[src/sv/sliding_window_median_top_defines.svh]
// ----------------------------------------------------------------------------
// Sliding window median - assertion macros
// Concurrent check macros shared by the RTL files; empty for synthesis.
// ----------------------------------------------------------------------------
`ifndef SLIDING_WINDOW_MEDIAN_TOP_DEFINES_SVH
`define SLIDING_WINDOW_MEDIAN_TOP_DEFINES_SVH

`ifndef SYNTHESIS
// Check a property on every clock edge outside reset
`define SWM_ASSERT(lbl, prop) \
  lbl: assert property (@(posedge clk_i) disable iff (!rst_ni) (prop)) \
    else $error("sliding window median check failed");
// Check that a condition holds in the cycle after a trigger
`define SWM_ASSERT_NEXT(lbl, trig, cond) \
  lbl: assert property (@(posedge clk_i) disable iff (!rst_ni) (trig) |=> (cond)) \
    else $error("sliding window median sequence check failed");
`else
`define SWM_ASSERT(lbl, prop)
`define SWM_ASSERT_NEXT(lbl, trig, cond)
`endif

`endif

[src/sv/swm_pkg.sv]
// ----------------------------------------------------------------------------
// Sliding window median - package
// Field widths and the command/status bundles between controller and datapath.
// ----------------------------------------------------------------------------
`default_nettype none

package swm_pkg;

  localparam int unsigned SAMPLE_W = 10;

  // Commands from the controller to the datapath
  typedef struct packed {
    logic accept;   // capture the incoming sample
    logic del;      // shift arrival line, drop oldest from sorted row once full
    logic ins;      // insert captured sample into sorted row
    logic rd_a;     // read upper middle entry
    logic rd_b;     // read lower middle entry
    logic load;     // load the output register
  } swm_cmd_t;

  // Status from the datapath to the controller
  typedef struct packed {
    logic out_free; // output register can take a new result
  } swm_sts_t;

endpackage

`default_nettype wire

[src/sv/swm_ctrl.sv]
// ----------------------------------------------------------------------------
// Sliding window median - controller
// Sequences accept, delete, insert, two middle reads and result load.
// ----------------------------------------------------------------------------
`default_nettype none
`include "sliding_window_median_top_defines.svh"

module swm_ctrl (
  input  wire logic             clk_i,
  input  wire logic             rst_ni,
  input  wire logic             in_valid_i,
  output logic                  in_ready_o,
  input  swm_pkg::swm_sts_t     sts_i,
  output swm_pkg::swm_cmd_t     cmd_o
);
  import swm_pkg::*;

  typedef enum logic [5:0] {
    S_IDLE = 6'b000001,
    S_DEL  = 6'b000010,
    S_INS  = 6'b000100,
    S_RDA  = 6'b001000,
    S_RDB  = 6'b010000,
    S_DONE = 6'b100000
  } swm_state_e;

  swm_state_e state_q, state_d;

  // Next state and commands
  always_comb begin
    state_d    = state_q;
    cmd_o      = '0;
    in_ready_o = 1'b0;
    case (state_q)
      S_IDLE: begin
        in_ready_o = 1'b1;
        if (in_valid_i) begin
          cmd_o.accept = 1'b1;
          state_d      = S_DEL;
        end
      end
      S_DEL: begin
        cmd_o.del = 1'b1;
        state_d   = S_INS;
      end
      S_INS: begin
        cmd_o.ins = 1'b1;
        state_d   = S_RDA;
      end
      S_RDA: begin
        cmd_o.rd_a = 1'b1;
        state_d    = S_RDB;
      end
      S_RDB: begin
        cmd_o.rd_b = 1'b1;
        state_d    = S_DONE;
      end
      S_DONE: begin
        if (sts_i.out_free) begin
          cmd_o.load = 1'b1;
          state_d    = S_IDLE;
        end
      end
      default: begin
        state_d = S_IDLE;
      end
    endcase
  end

  // State register
  always_ff @(posedge clk_i or negedge rst_ni) begin
    if (!rst_ni) begin
      state_q <= S_IDLE;
    end else begin
      state_q <= state_d;
    end
  end

  `SWM_ASSERT_NEXT(a_accept_to_del, cmd_o.accept, state_q == S_DEL)
  `SWM_ASSERT_NEXT(a_load_to_idle, cmd_o.load, state_q == S_IDLE)
  `SWM_ASSERT(a_state_onehot, $onehot(state_q))

endmodule

`default_nettype wire

[src/sv/swm_dpath.sv]
// ----------------------------------------------------------------------------
// Sliding window median - datapath
// Arrival shift line, sorted row of lanes, middle reads and output register.
// ----------------------------------------------------------------------------
`default_nettype none
`include "sliding_window_median_top_defines.svh"

module swm_dpath #(
  parameter int unsigned WINDOW = 8
) (
  input  wire logic                         clk_i,
  input  wire logic                         rst_ni,
  input  swm_pkg::swm_cmd_t                 cmd_i,
  output swm_pkg::swm_sts_t                 sts_o,
  input  wire logic [swm_pkg::SAMPLE_W-1:0] sample_i,
  output logic                              out_valid_o,
  input  wire logic                         out_ready_i,
  output logic      [swm_pkg::SAMPLE_W-1:0] median_o,
  output logic                              ready_res_o
);
  import swm_pkg::*;

  localparam int unsigned IW = (WINDOW > 1) ? $clog2(WINDOW) : 1;
  localparam int unsigned CW = $clog2(WINDOW + 1);

  logic [SAMPLE_W-1:0] win_q [WINDOW];   // arrival order, newest at 0
  logic [SAMPLE_W-1:0] srt_q [WINDOW];   // ascending sorted copy
  logic [SAMPLE_W-1:0] del_nx [WINDOW];
  logic [SAMPLE_W-1:0] ins_nx [WINDOW];
  logic [WINDOW-1:0]   ge;
  logic [WINDOW-1:0]   gtv;
  logic [SAMPLE_W-1:0] smp_q;
  logic [SAMPLE_W-1:0] hi_q;
  logic [SAMPLE_W-1:0] lo_q;
  logic [SAMPLE_W-1:0] med_q;
  logic                rdy_q;
  logic                ovalid_q;
  logic [CW-1:0]       cnt_q;
  logic                full;
  logic [SAMPLE_W-1:0] oldest;
  logic [IW-1:0]       mid;
  logic [IW-1:0]       rd_idx;
  logic [SAMPLE_W-1:0] rd_val;
  logic [SAMPLE_W:0]   pair_sum;
  logic                enough;

  assign full   = (cnt_q == CW'(WINDOW));
  assign oldest = win_q[WINDOW-1];
  assign enough = (cnt_q >= CW'(2));

  // Per-lane delete and insert moves on the sorted row
  for (genvar i = 0; i < WINDOW; i++) begin : g_lane
    assign ge[i]  = (srt_q[i] >= oldest);
    assign gtv[i] = (CW'(i + 1) >= cnt_q) || (srt_q[i] > smp_q);
    if (i < WINDOW - 1) begin : g_del_shift
      assign del_nx[i] = ge[i] ? srt_q[i+1] : srt_q[i];
    end else begin : g_del_last
      assign del_nx[i] = srt_q[i];
    end
    if (i == 0) begin : g_ins_first
      assign ins_nx[i] = gtv[i] ? smp_q : srt_q[i];
    end else begin : g_ins_rest
      assign ins_nx[i] = gtv[i] ? (gtv[i-1] ? srt_q[i-1] : smp_q) : srt_q[i];
    end
  end

  // One middle entry per cycle: upper middle, then lower (same one if odd)
  assign mid      = IW'(cnt_q >> 1);
  assign rd_idx   = (cmd_i.rd_a || cnt_q[0]) ? mid : (mid - IW'(1));
  assign rd_val   = srt_q[rd_idx];
  assign pair_sum = {1'b0, hi_q} + {1'b0, lo_q};

  // Hold sample, shift arrival line, update sorted row and reads
  always_ff @(posedge clk_i) begin
    if (cmd_i.accept) begin
      smp_q <= sample_i;
    end
    if (cmd_i.del) begin
      win_q[0] <= smp_q;
      for (int unsigned k = 1; k < WINDOW; k++) begin
        win_q[k] <= win_q[k-1];
      end
      if (full) begin
        srt_q <= del_nx;
      end
    end
    if (cmd_i.ins) begin
      srt_q <= ins_nx;
    end
    if (cmd_i.rd_a) begin
      hi_q <= rd_val;
    end
    if (cmd_i.rd_b) begin
      lo_q <= rd_val;
    end
    if (cmd_i.load) begin
      med_q <= enough ? pair_sum[SAMPLE_W:1] : '0;
      rdy_q <= enough;
    end
  end

  // Advance fill count until the window is full
  always_ff @(posedge clk_i or negedge rst_ni) begin
    if (!rst_ni) begin
      cnt_q <= '0;
    end else if (cmd_i.del && !full) begin
      cnt_q <= cnt_q + CW'(1);
    end
  end

  // Output register valid: set on load, drop on transfer
  always_ff @(posedge clk_i or negedge rst_ni) begin
    if (!rst_ni) begin
      ovalid_q <= 1'b0;
    end else if (cmd_i.load) begin
      ovalid_q <= 1'b1;
    end else if (out_ready_i) begin
      ovalid_q <= 1'b0;
    end
  end

  assign sts_o.out_free = !ovalid_q || out_ready_i;
  assign out_valid_o    = ovalid_q;
  assign median_o       = med_q;
  assign ready_res_o    = rdy_q;

  `SWM_ASSERT(a_cnt_max, cnt_q <= CW'(WINDOW))
  `SWM_ASSERT(a_not_ready_zero, (ovalid_q && !rdy_q) |-> (med_q == '0))
  `SWM_ASSERT_NEXT(a_cnt_grows, cmd_i.del && !full, cnt_q != $past(cnt_q))

endmodule

`default_nettype wire

[src/sv/sliding_window_median_top.sv]
// ----------------------------------------------------------------------------
// Sliding window median - top level
// Median of the last WINDOW ADC samples, one result per accepted sample.
// ----------------------------------------------------------------------------
//  channel   | dir | tdata fields (low bit up)  | tuser
//  s_axis    | in  | sample[9:0], zero pad      | -
//  m_axis    | out | median_value[9:0], zero pad| ready_res
//
//  Each sample runs through the sequencer steps accept, delete oldest,
//  insert, two middle reads and load; the result is valid once loaded, and
//  the next sample is taken only after the previous result has been loaded.
//  A result waits in the output register while the next sample is accepted.
//  A stalled m_axis holds the sequencer in its last step until space frees.
//  Reset clears the fill count, output valid and control state; no clearing pass.
// ----------------------------------------------------------------------------
`default_nettype none

module sliding_window_median_top #(
  parameter int unsigned WINDOW = 8
) (
  input  wire logic        clk_i,
  input  wire logic        rst_ni,
  input  wire logic        s_axis_tvalid,
  output logic             s_axis_tready,
  input  wire logic [15:0] s_axis_tdata,   // [9:0] sample, [15:10] zero
  output logic             m_axis_tvalid,
  input  wire logic        m_axis_tready,
  output logic      [15:0] m_axis_tdata,   // [9:0] median_value, [15:10] zero
  output logic             m_axis_tuser    // [0] ready_res
);
  import swm_pkg::*;

  swm_cmd_t            cmd;
  swm_sts_t            sts;
  logic [SAMPLE_W-1:0] median;

  // Sequencer
  swm_ctrl u_ctrl (
    .clk_i      (clk_i),
    .rst_ni     (rst_ni),
    .in_valid_i (s_axis_tvalid),
    .in_ready_o (s_axis_tready),
    .sts_i      (sts),
    .cmd_o      (cmd)
  );

  // Window storage, ranking and output register
  swm_dpath #(
    .WINDOW (WINDOW)
  ) u_dpath (
    .clk_i       (clk_i),
    .rst_ni      (rst_ni),
    .cmd_i       (cmd),
    .sts_o       (sts),
    .sample_i    (s_axis_tdata[SAMPLE_W-1:0]),
    .out_valid_o (m_axis_tvalid),
    .out_ready_i (m_axis_tready),
    .median_o    (median),
    .ready_res_o (m_axis_tuser)
  );

  // Pad the result to whole bytes
  assign m_axis_tdata = {{(16 - SAMPLE_W){1'b0}}, median};

endmodule

`default_nettype wire
[config.mk]
export PLATFORM = sky130hd
export DESIGN_NAME = sliding_window_median_top
export DESIGN_NICKNAME = d
export VERILOG_FILES = /design/src/sv/swm_pkg.sv /design/src/sv/swm_ctrl.sv /design/src/sv/swm_dpath.sv /design/src/sv/sliding_window_median_top.sv
export VERILOG_INCLUDE_DIRS = /design/src /design/src/sv
export SDC_FILE = /design/constraint.sdc
export NUM_CORES = 1
export LEC_CHECK = 0
export BUFFER_PORTS_ARGS = -buffer_cell sky130_fd_sc_hd__buf_2
export CELL_PAD_IN_SITES_DETAIL_PLACEMENT = 1
export CELL_PAD_IN_SITES_GLOBAL_PLACEMENT = 1
export CORE_ASPECT_RATIO = 1.25
export CORE_UTILIZATION = 45
export CTS_CLUSTER_SIZE = 20
export DETAILED_ROUTE_END_ITERATION = 16
export HOLD_SLACK_MARGIN = 0.08
export PLACE_DENSITY_LB_ADDON = 0.1
export RECOVER_POWER = 100
export SLEW_MARGIN = 25
export SYNTH_ARGS = -nofsm -noshare
export SYNTH_HDL_FRONTEND = slang
export SYNTH_HIERARCHICAL = 1
export SYNTH_SLANG_ARGS = --single-unit
[constraint.sdc]
create_clock -name clk_i -period 12.6 [get_ports clk_i]
set_input_delay 1.26 -clock clk_i [delete_from_list [all_inputs] [get_ports clk_i]]
set_output_delay 1.26 -clock clk_i [all_outputs]
set_load 0.05 [all_outputs]
---- Word-level counts from Yosys, hierarchy flattened ----
Memory sizes are Yosys's and may differ from the RTL's.
Cells that the tools add are included.
operators by class
  magnitude comparators ................... 25
  bitwise logic cells ..................... 1
  multipliers ............................. 0
  multiplexer cells ....................... 45
  div/mod/pow operators ................... 0
  shifts and indexed selects .............. 0
  reduce and logical (&&, ||, !) cells .... 32
  equality and inequality tests ........... 16
  $add $sub $neg .......................... 3
operator list
  operator                                               number
  2-to-1 mux 10 bit                                      24
  2-to-1 mux 80 bit                                      3
  greater-than comparator 10 bit                         8
  >= comparator 10 bit                                   7
  case mux 6 bit (6 select lines)                        1
  binary-select mux 10 bit (select 3 bit)                1
  AND reduction 4 bit                                    7
  nonzero test 2 bit                                     10
  >= comparator 3 x 4 -> 1 bit, first input constant     4
  inequality test 2 x 1 -> 1 bit, second input constant  7
  2-to-1 mux 1 bit                                       13
  2-to-1 mux 6 bit                                       2
  adder 10 x 10 -> 11 bit                                1
  logical OR 1 bit                                       10
  >= comparator 2 x 4 -> 1 bit, first input constant     2
  == test 6 x 1 -> 1 bit, second input constant          1
  == test 6 x 2 -> 1 bit, second input constant          1
  == test 6 x 3 -> 1 bit, second input constant          1
  == test 6 x 4 -> 1 bit, second input constant          1
  == test 6 x 5 -> 1 bit, second input constant          1
  == test 6 bit, second input constant                   1
  adder 4 x 1 -> 4 bit, second input constant            1
  == test 4 bit, second input constant                   1
  >= comparator 1 x 4 -> 1 bit, first input constant     1
  10 further kinds                                       13
storage, ports and cells
  bits of input ports ..................... 20
  memories kept ........................... 1
  logic and storage cells ................. 139
  flip-flop bits (word level) ............. 132
  bits in read-only memories .............. 0
  latch bits .............................. 0
  bits in writable memories ............... 80
  output and inout port bits .............. 19
memory list
  name           depth  bits a word  read ports  clocked after memory_dff  write ports  RTL line         source
  u_dpath.win_q  8      10           8           0                         8            swm_dpath.sv:26  logic [SAMPLE_W-1:0] win_q [WINDOW];

---- Longest topological paths before layout ----
  depth in word-level cells ............... 8
  mapped depth ............................ 10
  mapped depth without buffers ............ 8

---- By module ----
Netlist, hierarchy kept.
modules (own cells, without submodules)
  module                     area an instance (um^2)  instances  sequential area each (um^2)  cells an instance
  swm_dpath                  13411.6                  1          6160.9                       1232
  swm_ctrl                   355.3                    1          151.4                        34
  sliding_window_median_top  48.8                     1          0.0                          7

---- Least setup slack after synthesis ----
Ideal clock, no wire load.
  path type ............................... reg2reg
  start ................................... reg u_ctrl.state_q[2]
  end ..................................... reg u_dpath/srt_q[70] (netlist name) (enable)
  cell stages (with the launch flop) ...... 7
  arrival ................................. 9.169 ns
  period minus slack after synthesis ...... 9.562 ns
  setup slack ............................. 3.038 ns
  library setup time ...................... 0.393 ns
  data required time ...................... 12.207 ns
  buffers on the path ..................... 1
  cells stage by stage .................... dfrtp_1 -> buf_6 -> or4_4 -> nor3b_1 -> nor4b_2 -> nor2_1 -> a211oi_1
RTL lines
  what                    RTL line         source
  start, declared         swm_ctrl.sv:27   swm_state_e state_q, state_d;
  start signal, assigned  swm_ctrl.sv:75   state_q <= state_d;
  end signal, assigned    swm_dpath.sv:84  srt_q <= del_nx;
  end signal, assigned    swm_dpath.sv:88  srt_q <= ins_nx;
  end, declared           swm_dpath.sv:27  logic [SAMPLE_W-1:0] srt_q [WINDOW];

==> metrics.csv <==
stage,metric,value,unit
floorplan,IO Count,39,
timing,Tightest Pin Transition,2.839,ns
layout,Synth-to-Final Area Change,9.427,%
routing,drt drc,0,
synth,ys async rst share,5.189,%
timing,max-slew violations,277,
layout,"most common cell after layout, fill and taps aside",edfxtp_1,
cts,worst skew pair latency,0.54,ns
synth,Main synth FF type,edfxtp_1,
cts,"Clk pin slew, worst setup/hold paths",0.06,ns
synth,#FFs+latches synth,212,
timing,Tmin final,7.356,ns
setup_path,Worst Setup Start Kind,flop,
cts,# hold bufs at CTS,0,
cts,depth of the CTS H-tree,1,
setup_path,Critical-path top delay cell,clkbuf_1,
setup_path,critical path type,flop to flop,
routing,ANT nets after route,0,
synth,Mapped Cells,1273,
cts,Root Buffer,clkbuf_16,
routing,final wirelength,45800,um
routing,Initial DRC Count,1074,
layout,final cell count without fillers,1703,
synth,post-synth cell types,65,
place,Inst Count DP,1659,
routing,wire per inst,26.89,um
cts,TritonCTS Buffers,24,
synth,sequential-to-total area share from yosys stat,45.69,%
global_route,global-route wire length before repair,69480,um
global_route,total gr overflow,0,
power_and_ir_drop,pwr/cell area,193.2,mW/mm^2
timing,RSZ-0062 raised after global routing,false,
global_route,Tot GR Track Use,29.45,%
setup_path,Worst path max stage delay,2.00,ns
routing,routed vias,11074,
layout,share of final-layout standard cells stronger than drive strength 1,8.141,%
synth,Avg Inst Size Synth,10.85,um^2
setup_path,worst path arrival time,7.62,ns
flow_run,max_cap viols,7,
timing,Setup-failing EPs final,0,
power_and_ir_drop,Leakage,5.763,nW
routing,vias per std cell,6.503,
layout,most frequent cells in the layout,"edfxtp_1, ha_1, nand2_1, nor2_1, nor3_1",
timing,Worst slew margin,-89.25,%
status,outcome,"complete, but fails checks",
layout,fin nets,1470,
timing,Hold Fails Final Rpt,0,
global_route,largest net degree at the start of global routing,57,
timing,setup TNS,0,ns
routing,drt pass-1 iters,5,
cts,CTS max path bufs,3,
floorplan,initial core utilization,45.88,%
place,dpl hpwl,32800,um
layout,layout filler cell count,3308,
setup_path,sequence of cells on the critical path,"nor2_1, nand2_1, nor3b_1, clkbuf_1, inv_1, clkbuf_1, nor2_1, nand2_1, nor3_1, a221oi_1",
global_route,vias in the first global route,11488,
synth,Mapped Area,0.01382,mm^2
cts,post-CTS setup repair buffer count,0,
floorplan,DIE HEIGHT,197.9,um
cts,CTS sink cnt,212,
timing,clk_skew,0.008224,ns
cts,CTS tree,yes,
global_route,initial antenna violation count,0,
worst_hold_path,worst hold path type,flop to flop,
timing,maximum clock frequency,135.9,MHz
synth,Synth warnings,6,
setup_path,crit-path max FO,56,
place,Port Buf Inserts,26,
power_and_ir_drop,maximum vdd ir drop,0.0001251,V
cts,CTS-repair resized insts,0,
setup_path,Critical Path RT,12.86,ns
floorplan,die width,158.7,um
floorplan,die area,0.03141,mm^2
setup_path,Worst setup EP type,flop,
timing,Final Cycle Share,58.38,%
status,failing checks,"capacitance limit, slew limit",
synth,Post-synth EDFFs,201,
place,RePlAce Congestion,0.8859,
floorplan,Site Rows,71,
floorplan,standard cell core area,0.03012,mm^2
layout,Ant. Diodes,0,
==> synthesized netlist by cell type, types with 4 or more instances <==
cell / count / area, um^2
a21o_1: 21 / 157.7
mux2i_1: 10 / 100.1
o21a_1: 12 / 90.09
xnor2_1: 4 / 35.03
a31oi_1: 11 / 68.82
or3_1: 12 / 75.07
nand2_1: 151 / 566.8
edfxtp_1: 201 / 6036
nor3_1: 61 / 305.3
a211oi_1: 25 / 187.7
a221oi_1: 51 / 446.7
nor2b_1: 9 / 56.30
buf_4: 9 / 67.56
or2_2: 6 / 37.54
and2_1: 5 / 31.28
inv_1: 54 / 202.7
o21bai_1: 8 / 60.06
nor3b_1: 8 / 60.06
o211ai_1: 5 / 37.54
mux2_2: 12 / 135.1
nand3_1: 11 / 55.05
clkbuf_1: 58 / 217.7
o221ai_1: 56 / 490.5
nand2b_1: 16 / 100.1
a21oi_1: 45 / 225.2
nand4_1: 23 / 143.9
buf_2: 7 / 35.03
dfrtp_1: 10 / 250.2
ha_1: 165 / 2064
mux4_2: 20 / 450.4
a31o_2: 4 / 35.03
o21ai_0: 46 / 230.2
and3_1: 6 / 37.54
nor2_1: 87 / 326.6
==> worst paths after layout <==
kind                            slack [ns]  cells after the start            startpoint              endpoint
min in group asynchronous             0.71                      1                rst_ni     u_ctrl/state_q[1]
worst max register to register        5.24                     10     u_ctrl/state_q[1]     u_dpath/srt_q[17]
worst max-delay path                  5.24                     10     u_ctrl/state_q[1]     u_dpath/srt_q[17]
worst min-delay path                  0.42                      0  u_dpath/win_q[1][21]  u_dpath/win_q[1][31]
max in group asynchronous            11.48                      1                rst_ni      u_dpath/cnt_q[1]
worst min register to register        0.42                      0  u_dpath/win_q[1][21]  u_dpath/win_q[1][31]
==> final cells by class <==
class                      count  area, um^2  share of cell area, %
clock inverter                17       188.9                  1.250
multi-input combinational    934        6979                  46.16
tap                          401       501.7                  3.319
timing repair buffer          58       300.3                  1.986
inverter                      54       202.7                  1.341
clock buffer                  27       633.1                  4.188
sequential                   212        6312                  41.75
==> sequential cells by signal, summed over array words and instances, names as in the netlist <==
signal,cells
u_dpath/ready_res_o,1
u_dpath/lo_q,10
u_dpath/srt_q,70
u_dpath/del_nx,10
u_dpath/cnt_q,4
u_dpath/out_valid_o,1
u_dpath/median_o,10
u_ctrl/state_q,6
u_dpath/win_q,80
u_dpath/hi_q,10
u_dpath/smp_q,10
==> per-stage QoR <==
step	area, um^2	total power, W	hold slack, ns	setup slack (ns)	util [%]
2_1_floorplan	13830	0.001792	0.4003	3.038	-
3_3_place_gp	14380	0.002148	0.4005	8.875	47.76
3_5_place_dp	14400	0.002184	0.4052	8.884	47.80
4_1_cts	15220	0.002936	0.4172	8.872	50.53
5_1_grt	15120	0.003043	0.4179	5.047	50.20
6_report	15120	0.002921	0.4161	5.244	50.20
==> cell families after synthesis <==
kind of cell	count (synthesis)	synth area share [%]
AOI/OAI and AO/OA	305	15.95
xor gates and xnor gates	7	0.4438
adders and majority gates	166	15.09
buffers and inverters	132	3.948
DFF	212	45.69
muxes	42	4.963
other	1	0.02714
and+or+nand+nor	408	13.89
==> metal layers <==
layer	wire, um	global-route usage, %	up-vias	share of wire [%]
li1	-	-	4972	-
met3	2346	2.953	140	5.1
met4	2341	16.11	0	5.1
met1	18390	35.27	5532	40
met2	22730	52.10	430	50
met5	0	0	-	0
==> critical path, delay by kind of cell, from the launching register on <==
kind / cells / cell delay (ns)
compound gates: 1 / 0.10
buf+inv: 3 / 4.53
simple gates: 6 / 1.83
flops: 1 / 0.45
==> report_power, final <==
group	switching, W	internal (W)
sequential	0.000110	0.000942
combinational	0.000729	0.000399
clock	0.000298	0.000443
(Power assumes the default switching activity.)
